$ cat src/rtl/core/adl_pkg.sv
`timescale 1ns / 1ps
// ----------------------------------------------------------------------------
// adl_pkg: shared types and constants for the adler-32 unit
// modulus, field widths, lane result and accumulator control types and the modular reduction helper
// ----------------------------------------------------------------------------
package adl_pkg;

  localparam int unsigned ADLER_MOD   = 65521;
  localparam int unsigned MAX_LANES   = 16;
  localparam int unsigned DEF_LANES   = 8;
  localparam int unsigned DATA_W      = 64;
  localparam int unsigned DATA_BYTES  = DATA_W / 8;
  localparam int unsigned COUNT_W     = 4;
  localparam int unsigned SUM_W       = 16;
  localparam int unsigned CHK_W       = 2 * SUM_W;
  // widest weighted byte: 255 * MAX_LANES
  localparam int unsigned WBYTE_W     = 12;
  // sum of raw bytes over all lanes: 255 * MAX_LANES
  localparam int unsigned SUMA_W      = 12;
  // sum of weighted bytes: 255 * MAX_LANES * (MAX_LANES + 1) / 2
  localparam int unsigned SUMB_W      = 16;
  // b + n * a + weighted sum before reduction
  localparam int unsigned RED_W       = 21;

  localparam logic [SUM_W-1:0] MOD_VAL = SUM_W'(ADLER_MOD);
  localparam logic [SUM_W-1:0] A_INIT  = SUM_W'(1);
  localparam logic [SUM_W-1:0] B_INIT  = SUM_W'(0);

  typedef struct packed {
    logic [7:0]         byte_v;   // lane byte, zero when unused
    logic [WBYTE_W-1:0] wbyte;    // byte times its weight toward sum b
  } lane_out_t;

  typedef struct packed {
    logic take;   // accumulator consumes the staged beat
    logic last;   // staged beat closes the message
  } acc_ctl_t;

  // 2^16 mod 65521 is 15, so fold the upper bits back in and subtract once
  function automatic logic [SUM_W-1:0] mod_reduce(input logic [RED_W-1:0] x);
    logic [RED_W-SUM_W-1:0] hi;
    logic [SUM_W:0]         y;
    hi = x[RED_W-1:SUM_W];
    y  = {1'b0, x[SUM_W-1:0]} + ((SUM_W+1)'(hi) * (SUM_W+1)'(15));
    if (y >= (SUM_W+1)'(ADLER_MOD)) begin
      y = y - (SUM_W+1)'(ADLER_MOD);
    end
    return y[SUM_W-1:0];
  endfunction

endpackage

$ cat src/rtl/core/adl_lane.sv
`timescale 1ns / 1ps
// ----------------------------------------------------------------------------
// adl_lane: one byte lane
// picks its byte, weights it by its distance from the end of the beat and
// registers both for the merge stage
// ----------------------------------------------------------------------------
module adl_lane #(
  parameter int unsigned LANES    = adl_pkg::DEF_LANES,
  parameter int unsigned LANE_IDX = 0
) (
  input  logic                             clk,
  input  logic                             load_i,
  input  logic [adl_pkg::DATA_W-1:0]       data_i,
  input  logic [$clog2(LANES+1)-1:0]       cnt_i,
  output adl_pkg::lane_out_t               lane_o
);

  localparam int unsigned CNT_W = $clog2(LANES + 1);

  logic [7:0]                     byte_sel;
  logic [CNT_W-1:0]               weight;
  logic                           used;
  adl_pkg::lane_out_t             lane_nxt;
  adl_pkg::lane_out_t             lane_r;

  // lanes past the data word read as zero bytes
  generate
    if (LANE_IDX < adl_pkg::DATA_BYTES) begin : g_data
      assign byte_sel = data_i[8*LANE_IDX +: 8];
    end else begin : g_zero
      assign byte_sel = 8'd0;
    end
  endgenerate

  always_comb begin
    used            = (CNT_W+1)'(cnt_i) > (CNT_W+1)'(LANE_IDX);
    weight          = used ? (cnt_i - CNT_W'(LANE_IDX)) : '0;
    lane_nxt.byte_v = used ? byte_sel : 8'd0;
    lane_nxt.wbyte  = adl_pkg::WBYTE_W'(byte_sel) * adl_pkg::WBYTE_W'(weight);
  end

  always_ff @(posedge clk) begin
    if (load_i) begin
      lane_r <= lane_nxt;
    end
  end

  assign lane_o = lane_r;

endmodule

$ cat src/rtl/core/adl_merge.sv
`timescale 1ns / 1ps
// ----------------------------------------------------------------------------
// adl_merge: lane merge and running sums
// adds the lane results and folds them into sum a and sum b modulo 65521
// ----------------------------------------------------------------------------
module adl_merge #(
  parameter int unsigned LANES = adl_pkg::DEF_LANES
) (
  input  logic                             clk,
  input  logic                             rst_n,
  input  adl_pkg::acc_ctl_t                ctl_i,
  input  logic [$clog2(LANES+1)-1:0]       cnt_i,
  input  adl_pkg::lane_out_t               lanes_i [LANES],
  output logic [adl_pkg::CHK_W-1:0]        chk_o
);

  logic [adl_pkg::SUMA_W-1:0] sum_bytes;
  logic [adl_pkg::SUMB_W-1:0] sum_wbytes;
  logic [adl_pkg::RED_W-1:0]  a_raw;
  logic [adl_pkg::RED_W-1:0]  b_raw;
  logic [adl_pkg::SUM_W-1:0]  a_upd;
  logic [adl_pkg::SUM_W-1:0]  b_upd;
  logic [adl_pkg::SUM_W-1:0]  sum_a_r;
  logic [adl_pkg::SUM_W-1:0]  sum_a_nxt;
  logic [adl_pkg::SUM_W-1:0]  sum_b_r;
  logic [adl_pkg::SUM_W-1:0]  sum_b_nxt;

  always_comb begin
    sum_bytes  = '0;
    sum_wbytes = '0;
    for (int k = 0; k < LANES; k++) begin
      sum_bytes  = sum_bytes + adl_pkg::SUMA_W'(lanes_i[k].byte_v);
      sum_wbytes = sum_wbytes + adl_pkg::SUMB_W'(lanes_i[k].wbyte);
    end
  end

  // a' = a + sum(byte), b' = b + n * a + sum(weight * byte)
  always_comb begin
    a_raw = adl_pkg::RED_W'(sum_a_r) + adl_pkg::RED_W'(sum_bytes);
    b_raw = adl_pkg::RED_W'(sum_b_r)
          + adl_pkg::RED_W'(cnt_i) * adl_pkg::RED_W'(sum_a_r)
          + adl_pkg::RED_W'(sum_wbytes);
    a_upd = adl_pkg::mod_reduce(a_raw);
    b_upd = adl_pkg::mod_reduce(b_raw);
    sum_a_nxt = sum_a_r;
    sum_b_nxt = sum_b_r;
    if (ctl_i.take) begin
      sum_a_nxt = ctl_i.last ? adl_pkg::A_INIT : a_upd;
      sum_b_nxt = ctl_i.last ? adl_pkg::B_INIT : b_upd;
    end
  end

  always_ff @(posedge clk) begin
    if (!rst_n) begin
      sum_a_r <= adl_pkg::A_INIT;
      sum_b_r <= adl_pkg::B_INIT;
    end else begin
      sum_a_r <= sum_a_nxt;
      sum_b_r <= sum_b_nxt;
    end
  end

  assign chk_o = {b_upd, a_upd};

endmodule

$ cat src/rtl/core/adler32_checksum_8byte_unit.sv
`timescale 1ns / 1ps
// ----------------------------------------------------------------------------
// adler32_checksum_8byte_unit: adler-32 over beats of up to LANES bytes
// lane stage weights each byte, merge stage updates both sums,
// output register holds the checksum until the sink takes it
// ----------------------------------------------------------------------------
//
//  channel  direction  handshake          payload
//  in_      sink       in_valid/in_stall  in_data_bytes, in_byte_count, in_last
//  out_     source     out_valid/out_stall out_checksum
//
//  one beat per cycle unless a last beat waits on a stalled checksum; the running-sum
//    feedback (n * a plus a modular fold) closes combinationally in the merge stage
//  a checksum passes through the lane stage and then the output register after
//    its last beat is accepted; a stalled earlier checksum can hold it in the lane stage
//  rst_n is synchronous and active low; sums return to a = 1, b = 0
//  a stalled checksum holds the merge stage only when the next staged beat
//    is also a last beat; other beats keep flowing
//
module adler32_checksum_8byte_unit #(
  parameter int unsigned LANES = adl_pkg::DEF_LANES
) (
  input  logic                              clk,
  input  logic                              rst_n,
  input  logic                              in_valid,
  output logic                              in_stall,
  input  logic [adl_pkg::DATA_W-1:0]        in_data_bytes,
  input  logic [adl_pkg::COUNT_W-1:0]       in_byte_count,
  input  logic                              in_last,
  output logic                              out_valid,
  input  logic                              out_stall,
  output logic [adl_pkg::CHK_W-1:0]         out_checksum
);

  localparam int unsigned CNT_W = $clog2(LANES + 1);

  // accepted beat and stage control
  logic                         in_take;
  logic                         stg_move;
  logic                         out_free;
  logic [CNT_W-1:0]             cnt_sat;

  // lane stage
  logic                         stg_valid_r;
  logic                         stg_valid_nxt;
  logic                         stg_last_r;
  logic [CNT_W-1:0]             stg_cnt_r;
  adl_pkg::lane_out_t           lane_res [LANES];

  // merge and output
  adl_pkg::acc_ctl_t            acc_ctl;
  logic [adl_pkg::CHK_W-1:0]    chk_upd;
  logic                         out_valid_r;
  logic                         out_valid_nxt;
  logic [adl_pkg::CHK_W-1:0]    out_chk_r;

  // counts above the lane count saturate
  always_comb begin
    if ((adl_pkg::COUNT_W+1)'(in_byte_count) > (adl_pkg::COUNT_W+1)'(LANES)) begin
      cnt_sat = CNT_W'(LANES);
    end else begin
      cnt_sat = CNT_W'(in_byte_count);
    end
  end

  // a last beat may only leave the lane stage when the output slot frees up
  always_comb begin
    out_free      = !out_valid_r || !out_stall;
    stg_move      = stg_valid_r && (!stg_last_r || out_free);
    in_stall      = stg_valid_r && !stg_move;
    in_take       = in_valid && !in_stall;
    stg_valid_nxt = in_take || (stg_valid_r && !stg_move);
    out_valid_nxt = (stg_move && stg_last_r) || (out_valid_r && out_stall);
    acc_ctl.take  = stg_move;
    acc_ctl.last  = stg_last_r;
  end

  generate
    for (genvar g = 0; g < LANES; g++) begin : g_lane
      adl_lane #(
        .LANES    (LANES),
        .LANE_IDX (g)
      ) u_lane (
        .clk    (clk),
        .load_i (in_take),
        .data_i (in_data_bytes),
        .cnt_i  (cnt_sat),
        .lane_o (lane_res[g])
      );
    end
  endgenerate

  always_ff @(posedge clk) begin
    if (!rst_n) begin
      stg_valid_r <= 1'b0;
      out_valid_r <= 1'b0;
    end else begin
      stg_valid_r <= stg_valid_nxt;
      out_valid_r <= out_valid_nxt;
    end
  end

  // staged beat side info, payload only
  always_ff @(posedge clk) begin
    if (in_take) begin
      stg_cnt_r  <= cnt_sat;
      stg_last_r <= in_last;
    end
  end

  adl_merge #(
    .LANES (LANES)
  ) u_merge (
    .clk     (clk),
    .rst_n   (rst_n),
    .ctl_i   (acc_ctl),
    .cnt_i   (stg_cnt_r),
    .lanes_i (lane_res),
    .chk_o   (chk_upd)
  );

  // checksum captured as the last beat folds in
  always_ff @(posedge clk) begin
    if (stg_move && stg_last_r) begin
      out_chk_r <= chk_upd;
    end
  end

  assign out_valid    = out_valid_r;
  assign out_checksum = out_chk_r;

endmodule

$ cat config.mk
export PLATFORM = sky130hd
export DESIGN_NAME = adler32_checksum_8byte_unit
export DESIGN_NICKNAME = d
export VERILOG_FILES = /design/src/rtl/core/adl_pkg.sv /design/src/rtl/core/adl_lane.sv /design/src/rtl/core/adl_merge.sv /design/src/rtl/core/adler32_checksum_8byte_unit.sv
export SDC_FILE = /design/constraint.sdc
export NUM_CORES = 1
export LEC_CHECK = 0
export BUFFER_PORTS_ARGS = -buffer_cell sky130_fd_sc_hd__buf_2
export CAP_MARGIN = 20
export CORE_MARGIN = 4
export CORE_UTILIZATION = 40
export DETAILED_ROUTE_END_ITERATION = 6
export PLACE_DENSITY = 0.66
export SYNTH_ARGS = -nofsm -noshare
export SYNTH_HDL_FRONTEND = slang
export SYNTH_SLANG_ARGS = --single-unit
$ cat constraint.sdc
create_clock -name clk -period 13.55 [get_ports clk]
set_clock_uncertainty 0.15 [all_clocks]
set_input_delay 0.6775 -clock clk [delete_from_list [all_inputs] [get_ports clk]]
set_output_delay 0.6775 -clock clk [all_outputs]
set_load 0.05 [all_outputs]
Word level (Yosys, flattened, before mapping)
Cells that the tools add are included.
- logic and storage cells: 100
- flip-flop bits (word level): 231
- input port bits: 73
- output and inout bits: 34
- mux-type cells: 13
- multipliers: 11
- $add $sub $neg: 28
- reductions and logical operators: 14
- order comparisons: 11
- operators by type and width (cell ; count):
    16-bit by 12-bit adder with 16-bit output ; 6
    8-bit by 4-bit multiplier with 12-bit output ; 8
    12-bit by 8-bit adder with 12-bit output ; 6
    16-bit 2-to-1 mux ; 4
    4-bit 2-to-1 mux ; 9
    16-bit by 9-bit adder with 17-bit output ; 2
    17-bit by 16-bit >= comparator with 1-bit output, second input constant ; 2
    16-bit subtractor, second input constant ; 2
    16-bit by 20-bit adder with 21-bit output ; 1
    21-bit by 16-bit adder with 21-bit output ; 1
    4-bit by 16-bit multiplier with 20-bit output ; 1
    5-bit by 4-bit multiplier with 9-bit output, second input constant ; 2
    16-bit by 12-bit adder with 17-bit output ; 1
    4-bit by 3-bit > comparator with 1-bit output, second input constant ; 4
    4-bit by 3-bit subtractor with 4-bit output, second input constant ; 4
    12-bit by 12-bit adder with 13-bit output ; 1
    8-bit by 8-bit adder with 9-bit output ; 1
    4-bit by 1-bit > comparator with 1-bit output, second input constant ; 2
    4-bit by 2-bit > comparator with 1-bit output, second input constant ; 2
    4-bit by 2-bit subtractor with 4-bit output, second input constant ; 2
    1-bit logical AND ; 5
    1-bit zero test ; 5
    4-bit > comparator, second input constant ; 1
    1-bit logical OR ; 4
    4-bit by 1-bit subtractor with 4-bit output, second input constant ; 1

Depth between registers and ports, before layout
- depth in word-level cells: 13
- mapped depth: 57

Cells and area by module
From an unflattened synthesis, not the netlist that was laid out.
- cell total of the unflattened synthesis: 2410
- area, all modules: 24760.0 µm²
- modules (own cells, without submodules) (module ; cells an instance ; seq. area each (µm²) ; instances ; area an instance (µm²)):
    adl_merge ; 1140 ; 640.6 ; 1 ; 10432.5
    adl_lane at g_lane[3].u_lane ; 155 ; 600.6 ; 1 ; 1666.6
    adl_lane at g_lane[1].u_lane ; 158 ; 600.6 ; 1 ; 1665.3
    adl_lane at g_lane[5].u_lane ; 160 ; 600.6 ; 1 ; 1652.8
    adl_lane at g_lane[6].u_lane ; 147 ; 600.6 ; 1 ; 1645.3
    adl_lane at g_lane[0].u_lane ; 147 ; 600.6 ; 1 ; 1625.3
    adl_lane at g_lane[4].u_lane ; 147 ; 600.6 ; 1 ; 1620.3
    adl_lane at g_lane[2].u_lane ; 159 ; 600.6 ; 1 ; 1615.3
    adl_lane at g_lane[7].u_lane ; 145 ; 600.6 ; 1 ; 1607.8
    adler32_checksum_8byte_unit ; 52 ; 1151.1 ; 1 ; 1228.7

Least setup slack after synthesis
OpenSTA, ideal clock, no wires.
- kind: reg2reg
- start point: register g_lane[0].u_lane.lane_r (netlist bit g_lane[0].u_lane.lane_o[1])
- end point: register out_chk_r (netlist bit out_checksum[24]) (data pin)
- arrival: 12.715 ns
- data required time: 13.126 ns
- cell stages (with the launch flop): 51
- path buffers: 1
- slack: 0.411 ns
- library setup time: 0.274 ns
- clock period less this slack: 13.139 ns
- path through: edfxtp_1 ha_1 a21o_1 a21oi_1 o21ai_0 a21oi_1 o21ai_0 a21oi_1 nor2b_1 o21a_1 o41ai_1 xnor2_1 fa_1 inv_1 fa_1 fa_1 fa_1 inv_1 [... 15 more ...] xor2_1 ha_1 fa_1 inv_1 fa_1 inv_1 ha_1 nor2b_1 o31a_1 o31a_1 o21a_1 o21a_1 nor2_1 nand2_1 a2111oi_0 buf_2 o211ai_1 xor2_1
- word-level cells in the longest chain between the ends: 12
- RTL lines (item ; RTL line ; text):
    start: declaration ; adl_lane.sv:24 ; adl_pkg::lane_out_t lane_r;
    start signal: assignment ; adl_lane.sv:44 ; lane_r <= lane_nxt;
    12-bit by 12-bit adder with 13-bit output (*) ; adl_merge.sv:33 ; sum_wbytes = sum_wbytes + adl_pkg::SUMB_W'(lanes_i[k].wbyte);
    16-bit by 12-bit adder with 16-bit output (*) (6 in a row) ; adl_merge.sv:33 ;
    21-bit by 16-bit adder with 21-bit output (*) ; adl_merge.sv:42 ; + adl_pkg::RED_W'(sum_wbytes);
    5-bit by 4-bit multiplier with 9-bit output ; adl_pkg.sv:44 ; y = {1'b0, x[SUM_W-1:0]} + ((SUM_W+1)'(hi) * (SUM_W+1)'(15));
    16-bit by 9-bit adder with 17-bit output (*) ; adl_pkg.sv:44 ;
    16-bit subtractor / 17-bit by 16-bit >= comparator with 1-bit output (equally long branches) ; adl_pkg.sv:46, adl_pkg.sv:45 ;
    16-bit 2-to-1 mux (*) ; adl_pkg.sv:45 ; if (y >= (SUM_W+1)'(ADLER_MOD)) begin
    named net chk_upd, one bit ; adler32_checksum_8byte_unit.sv:52 ; logic [adl_pkg::CHK_W-1:0] chk_upd;
    end signal: assignment ; adler32_checksum_8byte_unit.sv:125 ; out_chk_r <= chk_upd;
    end: declaration ; adler32_checksum_8byte_unit.sv:55 ; logic [adl_pkg::CHK_W-1:0] out_chk_r;
Mark *: on every way through the listed nets, which the timed path passes. The rest lies on a longest branch.
A chain may end at the register's enable or synchronous reset.

Worst setup path in the final report
- start point: register g_lane[1].u_lane.lane_r (netlist bit g_lane[1].u_lane.lane_o[1])
- end point: register out_chk_r (netlist bit out_checksum[23]) (data pin)
- word-level cells in the longest chain between the ends: 12
- RTL lines (item ; RTL line):
    start: declaration ; adl_lane.sv:24
    start signal: assignment ; adl_lane.sv:44
    12-bit by 12-bit adder with 13-bit output (*) ; adl_merge.sv:33
    16-bit by 12-bit adder with 16-bit output (*) (6 in a row) ; adl_merge.sv:33
    21-bit by 16-bit adder with 21-bit output (*) ; adl_merge.sv:42
    5-bit by 4-bit multiplier with 9-bit output ; adl_pkg.sv:44
    16-bit by 9-bit adder with 17-bit output (*) ; adl_pkg.sv:44
    16-bit subtractor / 17-bit by 16-bit >= comparator with 1-bit output (equally long branches) ; adl_pkg.sv:46, adl_pkg.sv:45
    16-bit 2-to-1 mux (*) ; adl_pkg.sv:45
    named net chk_upd, one bit ; adler32_checksum_8byte_unit.sv:52
Marked as above.

==> metrics.md <==
| Metric | Value |
|---|---|
| Number of fill cells in the layout | 5712 |
| Leading post-synthesis cells by cell area | sky130_fd_sc_hd__edfxtp_1 24%, sky130_fd_sc_hd__fa_1 22%, sky130_fd_sc_hd__ha_1 13% |
| 1st-iter DRT viols | 1147 |
| Required time at the worst-slack endpoint | 13.73 ns |
| Share of the clock period used by the worst path | 96.85% |
| Die Footprint | 0.06547 mm2 |
| Most used cell along the critical path | sky130_fd_sc_hd__fa_1 |
| Hold slack final | 0.1325 ns |
| Max frequency | 76.20 MHz |
| Type of the setup path with the least slack | flop to flop |
| Number of standard-cell rows in the floorplan | 90 |
| Number of clock buffers inserted by TritonCTS | 29 |
| Share of final-layout standard cells stronger than drive strength 1 | 13.24% |
| Tightest Pin Transition | 0.9978 ns |
| Share of the yosys chip area belonging to registers | 26.84% |
| Half-perimeter wire length after placement | 51170 um |
| Starting Density | 40.57% |
| Worst path arrival time | 13.30 ns |
| Post-synth EDFFs | 197 |
| Grt ovf | 0 |
| Average cell area after synthesis | 9.823 um2 |
| Routability cong. | 0.9021 |
| Post-synthesis cell count | 2502 |
| Relative max-transition margin | 33.48% |
| Synth async-reset ratio | 0% |
| Critical Path End Type | flop |
| Warning count from the yosys run | 0 |
| CTS tree | yes |
| Pin count of the biggest net entering global routing | 166 |
| Library cells used by synthesis | 80 |
| Router iterations before antenna repair | 7 |
| Largest fanout of any net on the critical path | 4 |
| Cell area after synthesis | 0.02458 mm2 |
| Setup TNS after final layout | 0 ns |
| CP peak stage delay | 0.57 ns |
| Final min period | 13.12 ns |
| Predominant post-synthesis flop cell | sky130_fd_sc_hd__edfxtp_1 |
| Critical Path Slowest Stage Cell | sky130_fd_sc_hd__fa_1 |
| Setup slack after layout | 0.4264 ns |
| Startpoint Class | flop |
| Max clock buf depth | 3 |
| Antenna viol nets, final | 0 |
| Top-area cell type share of the netlist area | 24.07% |
| Wire length of the first global-routing pass | 100500 um |
| Leading area contributor after synthesis | sky130_fd_sc_hd__edfxtp_1 |
| I/O Buffers | 106 |
| Setup slack at placement | -0.2139 ns |
| Vias after detailed routing | 18090 |
| Clock transition at path regs | 0.06 ns |
| Hold_buf cts | 0 |
| Per-cell via count in the routed design | 5.165 |
| Combined flip-flop and latch cell area | 0.006596 mm2 |
| H-tree depth | 1 |
| Final hold viol count | 0 |
| Class of the worst hold path | input port to flop |
| Multi-input combinational cell area | 0.01662 mm2 |
| Area overhead of the layout relative to synthesis | 14.42% |
| Antenna violations before repair | 3 |
| DRC violation count after routing | 1 |
| Die Y-Extent | 255.9 um |
| Vias in the first global route | 18570 |
| Violated checks | design-rule violations |
| Synthesis-stage register bit count | 231 |
| Final #Nets | 3298 |
| Num ports | 107 |
| Total routing resource utilization after global routing | 19.00% |
| Worst-skew pair later-pin latency | 0.60 ns |
| Routed length per instance | 18.08 um |
| Result of the run | complete, but fails checks |
| Core region area | 0.06058 mm2 |
| Sum of routed wire length over all layers | 63330 um |
| Count of final max-slew check failures | 0 |
| # clock sinks | 231 |
| Die width | 255.9 um |
| # Max-Cap Violations | 0 |
| Number of setup violations in the final report | 0 |
| Clock root cell | sky130_fd_sc_hd__clkbuf_16 |
==> cell usage after synthesis (41+ instances only) <==
library cell and instances:
sky130_fd_sc_hd__a21oi_1 113, sky130_fd_sc_hd__nor2b_1 42, sky130_fd_sc_hd__nor2_1 145, sky130_fd_sc_hd__xnor2_1 118, sky130_fd_sc_hd__inv_1 438, sky130_fd_sc_hd__fa_1 267, sky130_fd_sc_hd__and2_1 106, sky130_fd_sc_hd__o21ai_0 65
sky130_fd_sc_hd__ha_1 261, sky130_fd_sc_hd__nand2_1 221, sky130_fd_sc_hd__edfxtp_1 197, sky130_fd_sc_hd__clkbuf_1 42, sky130_fd_sc_hd__xor2_1 41
==> cells in the final DEF, fill, tap and decap left out, types with 101 or more instances in the layout <==
cell                         n
sky130_fd_sc_hd__a21oi_1   101
sky130_fd_sc_hd__and2_1    106
sky130_fd_sc_hd__buf_2     106
sky130_fd_sc_hd__edfxtp_1  197
sky130_fd_sc_hd__fa_1      266
sky130_fd_sc_hd__ha_1      249
sky130_fd_sc_hd__inv_1     434
sky130_fd_sc_hd__nand2_1   219
sky130_fd_sc_hd__nor2_1    140
sky130_fd_sc_hd__xnor2_1   112
==> path summary, 6_finish.rpt <==
check | start | end | slack (ns) | depth (start not counted)
setup / recovery | g_lane[1].u_lane.lane_o[1] | out_checksum[23] | 0.43 | 53
hold / removal | in_last | stg_last_r | 0.13 | 1
setup reg to reg | g_lane[1].u_lane.lane_o[1] | out_checksum[23] | 0.43 | 53
hold reg to reg | u_merge.sum_b_r[12] | u_merge.sum_b_r[12] | 0.33 | 2
==> kinds of logic (layout without fill, tap and decap cells) <==
logic type	count (synthesis)	count (layout)	share of synthesized area [%]
AO/OA/AOI/OAI	382	382	10.49
XOR/XNOR	160	160	5.732
multiplexers	4	4	0.1629
AND/OR/NAND/NOR	703	703	14.10
other	2	18	0.03056
adder cells (fa/ha/maj)	528	528	35.04
buffers and inverters	492	695	7.606
flip-flops	231	231	26.84
==> worst max-delay path, delay by kind of cell (launching register included) <==
family,cells,cell delay (ns)
AO/OA/AOI/OAI,22,4.21
XOR/XNOR,3,0.39
adder cells (fa/ha/maj),14,5.58
buffers and inverters,9,0.89
flip-flops,1,0.39
AND/OR/NAND/NOR,5,1.27
==> layer usage <==
metal  wire (um)  up-vias  part of all wire (%)  global-route usage, %
met4        2177        0                   3.4                  5.165
met2       29690      486                    47                  31.57
met1       28240     8907                    45                  26.19
li1            -     8588                     -                      -
met5           0        -                     0                      0
met3        3224      112                   5.1                  2.701
==> repair_timing <==
action / 4_1_cts / 5_1_grt
setup endpoints to repair: 32 / 32
cloned: 0 / 1
resized for setup: 9 / 101
pin swaps: 0 / 68
setup buffers: 0 / 23
==> sequential cells by signal, indices dropped and copies added (netlist names) <==
name	flops
g_lane.u_lane.lane_o	160
stg_cnt_r	4
u_merge.sum_a_r	16
stg_valid_r	1
u_merge.sum_b_r	16
stg_last_r	1
out_valid	1
out_checksum	32
==> cell type report <==
class                   count  area share, %
multi-input cells        1793          59.09
flip-flops and latches    231          23.46
inverters                 440          5.873
repair buffers            202          4.574
well taps                 782          3.479
clock buffers              35          2.772
clock inverters            18         0.7341
diodes                      2        0.01780
==> per-stage QoR <==
step | util (%) | cells | instance area (um2)
2_1_floorplan | - | 2516 | 24630
4_1_cts | 45.39 | 3477 | 27500
3_5_place_dp | 43.74 | 3424 | 26500
5_1_grt | 46.41 | 3501 | 28120
6_report | 46.42 | 3503 | 28120
3_3_place_gp | 43.74 | 3424 | 26500
Power is not shown: default switching activity piles up to over one toggle a cycle in this logic, so the estimate is an artifact.
